===== config.mk =====
export PLATFORM = sky130hd
export DESIGN_NAME = fsh_raster
export DESIGN_NICKNAME = d
export VERILOG_FILES = /design/src/fsh_pkg.sv /design/src/fsh_raster.sv
export SDC_FILE = /design/constraint.sdc
export NUM_CORES = 1
export LEC_CHECK = 0
export BUFFER_PORTS_ARGS = -buffer_cell sky130_fd_sc_hd__buf_2
export CAP_MARGIN = 20
export CORE_MARGIN = 3
export CORE_UTILIZATION = 52
export CTS_CLUSTER_DIAMETER = 150
export DETAILED_ROUTE_END_ITERATION = 10
export PLACE_DENSITY = 0.77
export SKIP_LAST_GASP = 1
export SLEW_MARGIN = 20
export SYNTH_ARGS = -nofsm -noshare
export SYNTH_HDL_FRONTEND = slang
export SYNTH_SLANG_ARGS = --single-unit

===== constraint.sdc =====
create_clock -name clk -period 4.6 [get_ports clk]
set_input_delay 0.92 -clock clk [delete_from_list [all_inputs] [get_ports clk]]
set_output_delay 0.92 -clock clk [all_outputs]
set_load 0.05 [all_outputs]

===== src/fsh_pkg.sv =====
`timescale 1ns / 1ps
// shared types, constants and fixed-point helpers for the error-diffusion halftoner
package fsh_pkg;

  localparam int PIX_W    = 8;
  localparam int ERR_W    = 14;
  localparam int FRAC_W   = 4;
  localparam int SUM_W    = 18;
  localparam int IMG_W_W  = 12;
  localparam int IMG_H_W  = 16;
  localparam int MAXV_W   = 8;
  localparam int CFG_AW   = 4;
  localparam int CFG_DW   = 32;
  localparam int IN_TDATA_W  = 8;
  localparam int OUT_TDATA_W = 8;

  typedef logic signed [ERR_W-1:0] err_t;
  typedef logic signed [SUM_W-1:0] sum_t;
  typedef logic [1:0]              reg_idx_t;

  localparam reg_idx_t REG_IMAGE_WIDTH  = 2'd0;
  localparam reg_idx_t REG_IMAGE_HEIGHT = 2'd1;
  localparam reg_idx_t REG_MAX_VALUE    = 2'd2;

  localparam logic [IMG_W_W-1:0] IMAGE_WIDTH_RST  = 12'd640;
  localparam logic [IMG_H_W-1:0] IMAGE_HEIGHT_RST = 16'd480;
  localparam logic [MAXV_W-1:0]  MAX_VALUE_RST    = 8'd255;

  localparam sum_t SUM_ERR_MAX = sum_t'(2**(ERR_W-1) - 1);
  localparam sum_t SUM_ERR_MIN = -sum_t'(2**(ERR_W-1));

  // raster position of one pixel
  typedef struct packed {
    logic first_row;
    logic last_row;
    logic last_col;
    logic col_nz;
  } pos_t;

  // line store write requests from the diffusion stage
  typedef struct packed {
    logic main_we;
    logic pend_we;
  } wr_ctl_t;

  function automatic err_t sat_err(input sum_t v);
    err_t r;
    if (v > SUM_ERR_MAX) begin
      r = err_t'(SUM_ERR_MAX);
    end else if (v < SUM_ERR_MIN) begin
      r = err_t'(SUM_ERR_MIN);
    end else begin
      r = err_t'(v);
    end
    return r;
  endfunction

  // floor division by 16
  function automatic err_t share16(input sum_t prod);
    sum_t sh;
    sh = prod >>> FRAC_W;
    return err_t'(sh);
  endfunction

endpackage


===== src/fsh_raster.sv =====
`timescale 1ns / 1ps
// raster column and row counters with width and height clamping
module fsh_raster #(
  parameter int MAX_WIDTH = 2048
) (
  input  logic                              clk,
  input  logic                              rst_n,
  input  logic                              step,
  input  logic [fsh_pkg::IMG_W_W-1:0]       image_width,
  input  logic [fsh_pkg::IMG_H_W-1:0]       image_height,
  output logic [$clog2(MAX_WIDTH)-1:0]      x,
  output fsh_pkg::pos_t                     pos
);
  import fsh_pkg::*;

  localparam int AW = $clog2(MAX_WIDTH);
  localparam int LW = (AW + 1 > IMG_W_W) ? AW + 1 : IMG_W_W;
  localparam logic [LW-1:0] MAX_W_EXT = LW'(MAX_WIDTH);

  logic [AW-1:0]      column_r, column_nxt;
  logic [IMG_H_W-1:0] row_r, row_nxt;
  logic [LW-1:0]      w_ext, last_ext;
  logic [AW-1:0]      last_x;
  logic [IMG_H_W-1:0] last_y;
  logic               last_col, last_row;

  assign w_ext = LW'(image_width);

  always_comb begin
    priority if (w_ext == '0) begin
      last_ext = '0;
    end else if (w_ext > MAX_W_EXT) begin
      last_ext = MAX_W_EXT - LW'(1);
    end else begin
      last_ext = w_ext - LW'(1);
    end
  end

  assign last_x   = last_ext[AW-1:0];
  assign last_y   = (image_height == '0) ? '0 : image_height - IMG_H_W'(1);
  assign last_col = (column_r >= last_x);
  assign last_row = (row_r >= last_y);
  assign x        = last_col ? last_x : column_r;

  assign pos.first_row = (row_r == '0);
  assign pos.last_row  = last_row;
  assign pos.last_col  = last_col;
  assign pos.col_nz    = (x != '0);

  always_comb begin
    column_nxt = column_r;
    row_nxt    = row_r;
    if (step) begin
      if (last_col) begin
        column_nxt = '0;
        row_nxt    = last_row ? '0 : row_r + IMG_H_W'(1);
      end else begin
        column_nxt = x + AW'(1);
      end
    end
  end

  always_ff @(posedge clk) begin
    if (!rst_n) begin
      column_r <= '0;
      row_r    <= '0;
    end else begin
      column_r <= column_nxt;
      row_r    <= row_nxt;
    end
  end

endmodule


# Word-level counts from Yosys, hierarchy flattened
# Cells that the tools add are included.
word_totals:
  regBits: 27
  output_inout_bits: 15
  in_bits: 31
  elab_cells: 20
classes:
  order_cmp: 3
  addsub: 4
  n_mux: 6
  reduce_logical: 5
op_table:
  columns: ["operator", "n"]
  rows:
  - ["2-to-1 mux 11 bit", 4]
  - ["zero test 16 bit", 2]
  - ["2-to-1 mux 16 bit", 2]
  - ["adder 16 x 1 -> 16 bit (second input constant)", 1]
  - ["greater-or-equal comparator 16 bit", 1]
  - ["subtractor 16 x 1 -> 16 bit (second input constant)", 1]
  - ["> comparator 12 bit (second input constant)", 1]
  - ["zero test 12 bit", 1]
  - ["adder 11 x 1 -> 11 bit (second input constant)", 1]
  - ["greater-or-equal comparator 11 bit", 1]
  - ["nonzero test 11 bit", 1]
  - ["subtractor 11 x 1 -> 11 bit (second input constant)", 1]
  - ["AND reduction 2 bit", 1]

# Depth between registers and ports, before layout
logic_depth:
  depth_word: 7
  depth_mapped: 22
  depth_no_buf: 20

# Worst setup path after synthesis
# OpenSTA, ideal clock, no wires.
synth_timing:
  kind: "in2out"
  from: "input image_width[0] in the netlist's numbering"
  to: "output pos[0] in the netlist's numbering"
  path_slack_ns: -1.184
  path_buffers: 1
  arrival_time_ns: 4.864
  path_stages: 15
  t_required_ns: 3.680
  cell_sequence: "inv_1 > ha_1 > nor3b_1 > nand2_1 > nor3_1 > o21ai_0 > ha_1 > nand2b_4 > a2111oi_4 > nor3_4 > nor2_8 > inv_4 > buf_2 > a21oi_1 > nand4b_1"
synth_rtl:
  columns: ["item", "line_no", "text"]
  rows:
  - ["start, declared", "fsh_raster.sv:9", "input logic [fsh_pkg::IMG_W_W-1:0] image_width,"]
  - ["end, declared", "fsh_raster.sv:12", "output fsh_pkg::pos_t pos"]

==> qor.yml <==
cap_violations: 0
dr_total_vias: 4029
holdWs_ns: 0.553
stdcell_count: 594
avgSynthCellArea_um2: 7.71
final_core_util_pct: 87.6
dp_cells: 549
final_area_mm2: 0.00464
startpoint_type: "input port"
synth_area_mm2: 0.00295
cts_tree: "built"
fmax_ghz: 0.196
top_usage_layer: "met2"
fp.coreArea_mm2: 0.00530
layout_worst_path_cycle_share_pct: 111
ys_types: 59
dr.pass1.iters: 7
tightest_slew_ns: 0.643
ys_warn_count: 0
wire_per_inst_um: 22.3
drt-initial-drc-count: 555
final_nets: 589
gp_congestion: 0.949
hold_buffers: 0
critPathArrivalTime_ns: 4.19
grt_pass1_wl_mm: 16.1
maxSlewHeadroom_pct: 57.1
die_w_um: 81.4
maxSlewViolCount: 0
crit_fanout: 5
insertion_delay_ns: 0.28
leakage_nw: 2.10
rr_startpoint: "column_r[0]$_SDFFE_PN0P_"
via_per_inst: 6.78
gr-total-overflow: 0
dpl_cell_area_mm2: 0.00379
setup_slack_ns: -0.506
path_clk_slew_ns: 0.10
drc: 0
status: "finished with violations"
area_delta_synth_final_pct: 57.2
cts-htree-levels: 1
yosysTopAreaCellShare_pct: 18.3
antenna_found_initial: 0
critPathLaunch: "image_width[1]"
dieArea_mm2: 0.00662
use_met1_pct: 41.6
drive_above_1_share_pct: 44.5
hp-start: "column_r[5]$_SDFFE_PN0P_"
violations: "setup timing"
ant_nets: 0
cp-end-kind: "output port"
rsz0062_at_grt: "true"
cts_buffers: 3
port_buffers: 45
netlist_top_cells_area: "dfxtp_1 18%, ha_1 14%, xnor2_1 5.3%"
synthArstFlopShare_pct: 0
ys_ff_latch: 27
layout_min_cycle_time_ns: 5.11
gr-usage-met2_pct: 51.8
start_util_pct: 55.7
die_y_um: 81.4
finalHoldViolCount: 0
path_class: "input port to output port"
synth_fp_nets: 447
yosys_most_used_dff: "dfxtp_1"
grt_max_degree: 16
antenna_cells: 0
clock-sinks: 27
grt_util_all_layers_pct: 31.1
setup_viol: 20
rows: 26
ys_seq_area_share_pct: 18.3
cp.required_ns: 3.68
peakVddDrop_v: 0.000124
dp_hpwl_mm: 6.59
drt_wl_total_mm: 13.3
grt_pass1_vias: 3327
io_pins: 46
power_density_mw_per_mm2: 131
finClkSkew_ns: 0.00576
synth_edf_count: 0
grt.met3_usage_pct: 5.21
cts_root_buf: "clkbuf_8"
synth_top_area_cell: "dfxtp_1"
syn_inst: 383
hp-class: "flop to flop"
clockBufferDepth: 2
flip-flops by register name, summed over array words and instances, names as in the netlist:
name	flops
row_r	16
column_r	11
repair_timing:
item	CTS	global route
setup endpoints to repair	14	19
setup buffers	27	14
pin swaps	21	29
gates resized for setup	67	56
gates cloned	2	0
layout by cell type (no fill, tap or decap), types with 11 or more instances in the layout:
cell	netlist	layout
buf_6	0	18
xnor2_1	18	18
buf_4	2	91
nor3_1	20	11
nand2_1	39	35
nand3_1	15	14
ha_1	33	26
dfxtp_1	27	27
xor2_1	14	14
buf_2	3	29
a21oi_1	26	16
inv_1	28	22
nor2_1	36	32
where the power goes:
group          internal, mW  switching (mW)
Clock                0.0610          0.0824
Combinational         0.104           0.121
Sequential            0.235         0.00330
Total                 0.401           0.206
metrics by stage:
stage	power, mW	setup TNS, ns	setup WS, ns
after floorplan	0.336	-0.880	-0.367
after global placement	0.403	-2.44	-0.306
after detailed placement	0.407	-3.79	-0.413
after CTS	0.563	-1.02	-0.257
after global routing	0.626	-7.57	-0.581
final	0.607	-5.21	-0.506
per-layer routing:
metal	part of all wire, %	vias up	wire length, um
li1	-	1664	-
met1	37	1872	4870
met2	44	372	5890
met3	12	121	1560
met4	7.1	0	947
met5	0	-	0
critical path: stages:
cell and delay (ns):
buf_12 0.11, inv_12 0.04, ha_4 0.11, nor3b_4 0.33, nand4_1 0.21, buf_6 0.20
buf_6 0.12, a21oi_4 0.15, a21oi_2 0.06, inv_1 0.11, ha_4 0.14, o21a_1 0.14
o2111ai_2 0.18, nor3_4 0.34, nor2_8 0.08, inv_6 0.11, mux2_4 0.32, and4_1 0.20
nand4b_1 0.11, buf_6 0.17
path summary, 6_finish.rpt:
check | slack, ns | end | cells after the start
max | -0.51 | pos[0] | 20
min | 0.55 | column_r[5]$_SDFFE_PN0P_ | 2
max reg2reg | 1.20 | column_r[6]$_SDFFE_PN0P_ | 17
min reg2reg | 0.55 | column_r[5]$_SDFFE_PN0P_ | 2
Yosys cell counts, drive strengths merged (3+ instances only):
cell type	number
nor2	37
nor3b	4
a31oi	3
o21ai	14
o2111ai	3
dfxtp	27
mux2i	7
a2111oi	4
o21a	4
or3	9
nor3	21
xor2	14
nand3	15
o31ai	3
ha	33
nand2	39
inv	29
buf	5
nand2b	3
nand4b	3
clkbuf	4
a21o	10
a21oi	28
xnor2	18
nor4	8
or2	3
and4	3
nand4	8
cells by family after synthesis:
family,Yosys count,share of synthesized area [%]
AND/OR/NAND/NOR,162,28.8
AO/OA/AOI/OAI,82,21.0
buffers and inverters,38,5.29
adder cells (fa/ha/maj),33,14.0
XOR/XNOR,32,9.49
flip-flops,27,18.3
multiplexers,9,3.13
cell type report:
type                       instances  area (um^2)
timing repair buffer             145         1150
inverter                          29          146
multi-input combinational        318         2670
fill                             241          659
timing repair inverter             1         6.26
tap                               70         87.6
sequential                        27          541
clock inverter                     1         5.00
clock buffer                       3         41.3
Note: power is estimated with default switching activity, not from simulation.
