===== src/fsh_pkg.sv =====
`timescale 1ns / 1ps
// shared types, constants and fixed-point helpers for the error-diffusion halftoner
package fsh_pkg;

  localparam int PIX_W    = 8;
  localparam int ERR_W    = 14;
  localparam int FRAC_W   = 4;
  localparam int SUM_W    = 18;
  localparam int IMG_W_W  = 12;
  localparam int IMG_H_W  = 16;
  localparam int MAXV_W   = 8;
  localparam int CFG_AW   = 4;
  localparam int CFG_DW   = 32;
  localparam int IN_TDATA_W  = 8;
  localparam int OUT_TDATA_W = 8;

  typedef logic signed [ERR_W-1:0] err_t;
  typedef logic signed [SUM_W-1:0] sum_t;
  typedef logic [1:0]              reg_idx_t;

  localparam reg_idx_t REG_IMAGE_WIDTH  = 2'd0;
  localparam reg_idx_t REG_IMAGE_HEIGHT = 2'd1;
  localparam reg_idx_t REG_MAX_VALUE    = 2'd2;

  localparam logic [IMG_W_W-1:0] IMAGE_WIDTH_RST  = 12'd640;
  localparam logic [IMG_H_W-1:0] IMAGE_HEIGHT_RST = 16'd480;
  localparam logic [MAXV_W-1:0]  MAX_VALUE_RST    = 8'd255;

  localparam sum_t SUM_ERR_MAX = sum_t'(2**(ERR_W-1) - 1);
  localparam sum_t SUM_ERR_MIN = -sum_t'(2**(ERR_W-1));

  // raster position of one pixel
  typedef struct packed {
    logic first_row;
    logic last_row;
    logic last_col;
    logic col_nz;
  } pos_t;

  // line store write requests from the diffusion stage
  typedef struct packed {
    logic main_we;
    logic pend_we;
  } wr_ctl_t;

  function automatic err_t sat_err(input sum_t v);
    err_t r;
    if (v > SUM_ERR_MAX) begin
      r = err_t'(SUM_ERR_MAX);
    end else if (v < SUM_ERR_MIN) begin
      r = err_t'(SUM_ERR_MIN);
    end else begin
      r = err_t'(v);
    end
    return r;
  endfunction

  // floor division by 16
  function automatic err_t share16(input sum_t prod);
    sum_t sh;
    sh = prod >>> FRAC_W;
    return err_t'(sh);
  endfunction

endpackage


===== src/fsh_diffuse.sv =====
`timescale 1ns / 1ps
// threshold, quantization error and 7/3/5/1 share split with the in-row error registers
module fsh_diffuse (
  input  logic                         clk,
  input  logic                         rst_n,
  input  logic                         adv,
  input  logic [fsh_pkg::PIX_W-1:0]    pixel,
  input  fsh_pkg::err_t                cur,
  input  fsh_pkg::pos_t                pos,
  input  logic [fsh_pkg::MAXV_W-1:0]   max_value,
  output logic                         ink,
  output fsh_pkg::wr_ctl_t             wr,
  output fsh_pkg::err_t                main_data,
  output fsh_pkg::err_t                pend_data
);
  import fsh_pkg::*;

  err_t right_r, right_nxt;
  err_t diag_r, diag_nxt;
  err_t below_r, below_nxt;
  err_t cur_eff, v, e, s7, s3, s5, s1;
  sum_t pix_s, full, v_s, e_s;

  assign cur_eff = pos.first_row ? '0 : cur;
  assign pix_s   = sum_t'({pixel, {FRAC_W{1'b0}}});
  assign full    = sum_t'({max_value, {FRAC_W{1'b0}}});
  assign v       = sat_err(pix_s + sum_t'(cur_eff) + sum_t'(right_r));
  assign v_s     = sum_t'(v);
  assign ink     = (v_s > 0) && ((v_s <<< 1) > full);
  assign e       = sat_err(v_s - (ink ? full : '0));
  assign e_s     = sum_t'(e);

  assign s7 = share16((e_s <<< 3) - e_s);
  assign s3 = share16((e_s <<< 1) + e_s);
  assign s5 = share16((e_s <<< 2) + e_s);
  assign s1 = share16(e_s);

  // left neighbor below is finished by this pixel's 3/16 share
  assign main_data = sat_err(sum_t'(below_r) + sum_t'(s3));
  assign pend_data = sat_err(sum_t'(diag_r) + sum_t'(s5));

  assign wr.main_we = adv && !pos.last_row && pos.col_nz;
  assign wr.pend_we = adv && !pos.last_row && pos.last_col;

  always_comb begin
    right_nxt = right_r;
    diag_nxt  = diag_r;
    below_nxt = below_r;
    if (adv) begin
      if (pos.last_col) begin
        right_nxt = '0;
        diag_nxt  = '0;
        below_nxt = '0;
      end else begin
        right_nxt = s7;
        diag_nxt  = s1;
        below_nxt = pend_data;
      end
    end
  end

  always_ff @(posedge clk) begin
    if (!rst_n) begin
      right_r <= '0;
      diag_r  <= '0;
      below_r <= '0;
    end else begin
      right_r <= right_nxt;
      diag_r  <= diag_nxt;
      below_r <= below_nxt;
    end
  end

endmodule


===== config.mk =====
export PLATFORM = sky130hd
export DESIGN_NAME = fsh_diffuse
export DESIGN_NICKNAME = d
export VERILOG_FILES = /design/src/fsh_pkg.sv /design/src/fsh_diffuse.sv
export SDC_FILE = /design/constraint.sdc
export NUM_CORES = 1
export LEC_CHECK = 0
export ABC_AREA = 1
export BUFFER_PORTS_ARGS = -buffer_cell sky130_fd_sc_hd__buf_2
export CAP_MARGIN = 20
export CORE_MARGIN = 2
export CORE_UTILIZATION = 50
export DETAILED_ROUTE_END_ITERATION = 8
export PLACE_DENSITY = 0.72
export SYNTH_ARGS = -nofsm -noshare
export SYNTH_HDL_FRONTEND = slang
export SYNTH_SLANG_ARGS = --single-unit

===== constraint.sdc =====
create_clock -name clk -period 25.1 [get_ports clk]
set_clock_uncertainty 0.2 [all_clocks]
set_input_delay 5.02 -clock clk [delete_from_list [all_inputs] [get_ports clk]]
set_output_delay 5.02 -clock clk [all_outputs]
set_load 0.02 [all_outputs]

* Word level (Yosys, flattened, before mapping) *
Index checks and enable logic that the tools add are counted.

storage, ports and cells
  register bits = 42
  input bits = 37
  output and inout bits = 31
  word-level logic and storage cells = 39

cells by class
  add/sub/neg operators = 8
  $lt $le $gt $ge = 10
  mux-type cells = 13
  reduce and logical (&&, ||, !) cells = 5

operator list
  operator              number
  $mux 14               12
  $gt 15x14->1 const B  3
  $lt 15x14->1 const B  3
  $add 15x14->16        2
  $sub 17x14->18        1
  $add 16x14->17        1
  $gt 16x14->1 const B  1
  $lt 16x14->1 const B  1
  $add 13x14->15        1
  $add 14x12->15        1
  $add 14x13->15        1
  $gt 15x13->1          1
  $sub 14x13->15        1
  $gt 14x1->1 const B   1
  $mux 12               1
  $logic_and 1x1->1     4
  $logic_not 1->1       1

* Depth between registers and ports, before layout *
Gate-level depths: netlist of run 1.

  depth in word-level cells = 19
  mapped depth = 71
  mapped depth without buffers = 70

* Worst setup path before layout of run 1 *
OpenSTA, ideal clock, no wires.

  path type = in2out
  start point = input pos[3] (netlist bit)
  end point = output main_data[10]
  arrival = 13901 ps
  required time = 19880 ps
  setup slack = 5979 ps
  cell stages on the path = 61
  buffers on the path = 3
  cells stage by stage = clkbuf_1 nor2_1 ha_1 ha_1 inv_1 fa_1 o21ai_2 nand2_2 nand2_2 nand2_2 nand2_1 nand2_2 nand2_4 inv_2 nand2_4 buf_2 nand2_1 ha_1 (+25 left out) nand2_2 nand2_1 nand2_1 nand2_1 ha_1 inv_1 nor4_1 nand2_1 o311ai_0 a21oi_1 o21bai_1 a21oi_1 o21bai_1 nand2_1 a22oi_1 nor2_1 clkbuf_1 o21ai_0

on the way
  longest elaborated chain between the ends = 18

ends and longest elaborated chain
  item                                         RTL line           text
  from (decl)                                  fsh_diffuse.sv:9   input fsh_pkg::pos_t pos,
  $mux 14 (*)                                  fsh_diffuse.sv:24  assign cur_eff = pos.first_row ? '0 : cur;
  $add 13x14->15 (*)                           fsh_diffuse.sv:27  assign v = sat_err(pix_s + sum_t'(cur_eff) + sum_t'(right_r));
  $add 15x14->16 (*)                           fsh_diffuse.sv:27
  $lt 16x14->1                                 fsh_pkg.sv:50      end else if (v < SUM_ERR_MIN) begin
  $mux 14                                      fsh_pkg.sv:50
  $mux 14 (*)                                  fsh_pkg.sv:48      if (v > SUM_ERR_MAX) begin
  $gt 15x13->1 or $gt 14x1->1 (tied branches)  fsh_diffuse.sv:29  assign ink = (v_s > 0) && ((v_s <<< 1) > full);
  $logic_and 1x1->1                            fsh_diffuse.sv:29
  (+2 left out)                                --
  $lt 15x14->1                                 fsh_pkg.sv:50
  $mux 14                                      fsh_pkg.sv:50
  $mux 14 (*)                                  fsh_pkg.sv:48
  $add 15x14->16 (*)                           fsh_diffuse.sv:34  assign s3 = share16((e_s <<< 1) + e_s);
  $add 14x12->15 (*)                           fsh_diffuse.sv:39  assign main_data = sat_err(sum_t'(below_r) + sum_t'(s3));
  $lt 15x14->1                                 fsh_pkg.sv:50
  $mux 14                                      fsh_pkg.sv:50
  $mux 14 (*)                                  fsh_pkg.sv:48
  to (decl)                                    fsh_diffuse.sv:13  output fsh_pkg::err_t main_data,

Mark *: on every way between the ends. The rest lies on a longest branch, timed or not.

* Worst setup path after layout of run 1 *
  start point = input pos[3] (netlist bit)
  end point = output main_data[11]

Same word-level chain as after synthesis.

==> flow_summary.toml, run 1 <==
[worst_setup_path]
cpPeakStageDelay_ns = 0.52
crit_required_ns = 19.88
end_kind = "primary output"
path_max_fanout = 16
crit_slowest_cell = "o311ai_0"
crit_arrival_ns = 15.00
r2r_setup_slack_ns = 14.87
crit_top_cell = "nand2_1"
worst_setup_path_start_kind = "primary input"
critPathKind = "primary input to primary output"
cp_top_family = "compound AO/OA/AOI/OAI gates"
path_buf_inv = 9

[place]
globalplace.congestion = 1.000
pre_cts_slack_ns = 5.030
dp_hpwl_um = 14590
port_buffers = 67
dp.cells = 1273
placed_area_sq_mm = 0.007094

[finish]
n_antenna_cell = 0
syn_to_final_growth_pct = 10.16
layout_commonest_cell = "nand2_1"
final_cell_count_no_fill = 1281
drive_above_1_share_pct = 11.54
finalInstanceArea_sq_mm = 0.007246
fin_nets = 1258
layout_common_cells = "284 x nand2_1, 144 x inv_1, 120 x a21oi_1, 101 x ha_1, 67 x buf_2"

[floorplanning]
die_y_um = 118.7
die_w_um = 118.7
num_io_pins = 68
coreArea_sq_mm = 0.01272
initial_core_util_pct = 51.70
die_area_sq_mm = 0.01409
num_rows = 41

[synth]
yosysUniqueCellTypes = 50
synth_warnings = 0
netlist_area_sq_mm = 0.006578
synthesis.nets = 1197
avgSynthCellArea_sq_um = 6.282
ys_seq_elements = 38
synth-seq-area-share_pct = 11.57
netlist_instances = 1047

[global_route]
antenna_found_initial = 0
grt_pass1_wl_um = 29190
grt_max_degree = 42
grt_use_total_pct = 24.90
grt_overflow = 0
grt_pass1_vias = 6095

[flow_run]
drv_cap = 0

[worst_hold_path]
hold_path.class = "register to register"

[clock_tree]
path_clk_slew_ns = 0.06
cts_made_buffers = 5
cts_tree = "done"
clock-sinks = 38
cts_hold_buf = 0
cts_setup_buffers = 0
cts_max_path_buffers = 2
post_cts_resized = 0
clockRootBuffer = "clkbuf_16"
h-tree-depth = 2
clk_latency_ns = 0.29

[drt]
vias_per_cell = 5.279
drc_errors = 0
drt_iter0_markers = 411
vias = 6762
wl_per_cell_um = 13.71
dr.pass1.iters = 5
drtAntennaViolNets = 0
drt-total-wl_um = 17560

[sta]
rsz0062_at_grt = "no"
slew_headroom_pct = 41.69
final-hold-violation-count = 0
timing.fmax_mhz = 49.47
finalCritPeriodShare_pct = 80.54
worst_slew_pin_slew_ns = 0.8714
fin_setup_tns_ns = 0
period_needed_ns = 20.22
setup_viol = 0
maxSlewViolCount = 0
setup_slack_ns = 4.885

[status]
status = "completed"
[flip-flops by register name (all words and copies together), names as in the netlist]
| name | cells |
|---|---|
| diag_r | 10 |
| right_r | 14 |
| below_r | 14 |
[final timing paths]
| check | startpoint | to | cells after the start |
|---|---|---|---|
| max | pos[3] | main_data[11] | 57 |
| min reg2reg | below_r[10] | below_r[10] | 2 |
| max reg2reg | right_r[4] | below_r[3] | 60 |
| min | below_r[10] | below_r[10] | 2 |
[cells in the mapped netlist (all sizes together)]
cell	number	share of area (%)
nor2	69	4.1
a21boi	1	0.11
a22oi	2	0.23
a211oi	5	0.57
ha	101	19
a21oi	124	9.8
xnor2	15	2.0
clkbuf	16	0.99
a31oi	3	0.29
xor2	37	4.9
nor3b	2	0.23
o311ai	1	0.13
a21o	4	0.46
or2	2	0.19
nand4	9	0.86
nor3	12	1.1
dfxtp	38	12
o21a	1	0.11
nor4	3	0.29
inv	150	8.6
nand2	306	19
buf	3	0.25
o21ai	57	4.6
o211ai	6	0.68
nand3b	3	0.34
fa	12	3.7
a41oi	2	0.27
clkinv	1	0.057
a221oi	1	0.13
o21bai	9	1.4
nand3	52	4.2
[final cells by class]
type | count | area, sq um
clock buffer | 6 | 138.9
clock inverter | 2 | 12.51
fill | 1333 | 5477
inverter | 151 | 566.8
multi-input combinational | 839 | 5171
sequential | 38 | 760.7
tap | 172 | 215.2
timing repair buffer | 73 | 380.4
[stage by stage]
| stage | hold slack, ns | util [%] |
|---|---|---|
| 5_1_grt | 0.2986 | 56.95 |
| 6_report | 0.2723 | 56.95 |
| 4_1_cts | 0.2729 | 56.95 |
| 3_5_place_dp | 0.2615 | 55.76 |
| 3_3_place_gp | 0.2586 | 55.70 |
| 2_1_floorplan | 0.2453 | - |
[logic make-up after synthesis]
group	after synthesis	synth area share, %
xor+xnor	52	6.924
simple gates	458	30.04
flops	38	11.57
compound gates	216	18.76
fa+ha+maj	113	22.86
buf+inv	170	9.853
[routing by layer]
layer	GRT usage, %	wire, um	part of all wire, %	up-vias
met2	38.22	7346	42	189
met4	5.357	206	1.2	0
met1	37.02	8856	50	2999
met3	2.992	1148	6.5	15
met5	0	0	0	-
li1	-	-	-	3559
[worst reg2reg max path, delay by kind of cell, from the launching register on]
kind / cells / cell delay (ns)
AOI/OAI and AO/OA: 18 / 3.21
buffers and inverters: 5 / 0.39
adders and majority gates: 7 / 2.51
DFF: 1 / 0.33
and+or+nand+nor: 30 / 3.47
Power of run 1 is not shown: default switching activity piles up to over one toggle a cycle in this logic, so the estimate is an artifact.
==> inputs of run 2 (changes only) <==
==> constraint.sdc (replaced) <==
create_clock -name clk -period 18.76 [get_ports clk]
set_clock_uncertainty 0.2 [all_clocks]
set_input_delay 3.752 -clock clk [delete_from_list [all_inputs] [get_ports clk]]
set_output_delay 3.752 -clock clk [all_outputs]
set_load 0.02 [all_outputs]
==> run 2 against run 1 <==
Net effect: first-iteration DRC count up 12%; final cell count stayed put; design area rose by 0.78%; register-to-register slack got worse by 6.2 ns; critical path depth is 8 higher; sequential share of layout area shrank 0.081 points; wire length increased by 0.65%; worst hold slack better by 0.00055 ns; core utilization is 0.44 points higher; global-route usage increased by 0.35 points; die area is the same; critical endpoint is now main_data[12]; highest routed layer unchanged.
==> flow_summary.toml, run 2 (same netlist as run 1, synthesis figures left out) <==
[sta]
period_needed_ns = 17.63
finalCritPeriodShare_pct = 93.98
slew_headroom_pct = 41.43
fin_setup_tns_ns = 0
worst_slew_pin_slew_ns = 0.8754
maxSlewViolCount = 0
final-hold-violation-count = 0
timing.fmax_mhz = 56.72
setup_viol = 0
hold_slack_ns = 0.2728
rsz0062_at_grt = "no"

[worst_setup_path]
crit_slowest_cell = "fa_1"
end_kind = "primary output"
endpoint = "main_data[12]"
r2r_start = "right_r[4]"
r2r-end = "below_r[2]"
worstSetupStartpoint = "pos[3]"
rr_worst_depth = 64
crit_arrival_ns = 13.68
r2r_setup_slack_ns = 8.63
crit_required_ns = 14.81
crit_top_cell = "nand2_1"
critPathKind = "primary input to primary output"
path_max_fanout = 16
worst_setup_path_start_kind = "primary input"
cpPeakStageDelay_ns = 0.49

[clock_tree]
clockRootBuffer = "clkbuf_16"
h-tree-depth = 2
clock-sinks = 38
cts_tree = "done"
cts_max_path_buffers = 2
cts_made_buffers = 5
clk_latency_ns = 0.29
cts_hold_buf = 0
path_clk_slew_ns = 0.06

[worst_hold_path]
hold_path.class = "register to register"

[finish]
n_antenna_cell = 0
largest_registers = "below_r: 14 flops, right_r: 14 flops, diag_r: 10 flops"
layout_commonest_cell = "nand2_1"
layout_common_cells = "284 x nand2_1, 144 x inv_1, 119 x a21oi_1, 101 x ha_1, 67 x buf_2"
syn_to_final_growth_pct = 11.01
fin_nets = 1258
drive_above_1_share_pct = 11.81

[drt]
drtAntennaViolNets = 0
vias = 6771
wl_per_cell_um = 13.79
vias_per_cell = 5.286
drt_iter0_markers = 459
dr.pass1.iters = 5
drc_errors = 0
drt-total-wl_um = 17670

[place]
globalplace.congestion = 0.9745
port_buffers = 67
dp_hpwl_um = 14400

[floorplanning]
num_rows = 41
initial_core_util_pct = 51.70
die_y_um = 118.7
coreArea_sq_mm = 0.01272
num_io_pins = 68
die_area_sq_mm = 0.01409
die_w_um = 118.7

[global_route]
grt_pass1_wl_um = 29580
grt_pass1_vias = 6201
grt_overflow = 0
antenna_found_initial = 0
grt_max_degree = 39
grt_use_total_pct = 25.24

[status]
status = "completed"

[flow_run]
drv_cap = 0
## run 2: per-stage QoR
| step | cells | worst slack, ns | utilization (%) | area, sq um |
|---|---|---|---|---|
| finish | 1281 | 1.130 | 57.40 | 7302 |
| global placement | 1273 | 1.313 | 55.76 | 7094 |
| detailed placement | 1273 | 1.074 | 55.76 | 7094 |
| floorplan | 1047 | 2.175 | - | 6578 |
| global route | 1281 | 0.05606 | 57.40 | 7302 |
| CTS | 1281 | 1.057 | 57.29 | 7288 |
## run 2: timing repair
| action | 4_1_cts | 5_1_grt |
|---|---|---|
| buffers inserted | 0 | 0 |
| resized for setup | 0 | 5 |
| setup endpoints to repair | 0 | 23 |
## run 2: area by class of cell
cell class              count  area, sq um
flip-flops and latches     38        760.7
inverters                 151        566.8
fillers                  1333         5420
clock inverters             3        68.82
well taps                 172        215.2
clock buffers               5        125.1
multi-input cells         839         5185
repair buffers             73        380.4
## run 2: worst max-delay path, delay by kind of cell
kind	cells	cell delay, ns
AOI/OAI and AO/OA	20	3.59
and+or+nand+nor	27	2.79
adders and majority gates	6	2.23
buffers and inverters	12	1.28
## run 2: worst min-delay path by stage
stage / start / cells past startpoint / slack (ns) / end
4_1_cts: right_r[2] / 2 / 0.27 / right_r[2]
3_3_place_gp: right_r[2] / 2 / 0.26 / right_r[2]
2_1_floorplan: right_r[4] / 2 / 0.25 / right_r[4]
6_report: diag_r[2] / 2 / 0.27 / diag_r[2]
3_5_place_dp: right_r[2] / 2 / 0.27 / right_r[2]
5_1_grt: right_r[0] / 2 / 0.28 / right_r[0]
## run 2: layer usage
layer  track usage, %  wire (um)
met3            2.558        812
met5                0          0
met4            4.911        199
met2            39.08       7631
met1            37.79       9028
Power of run 2 is left out for the same reason.
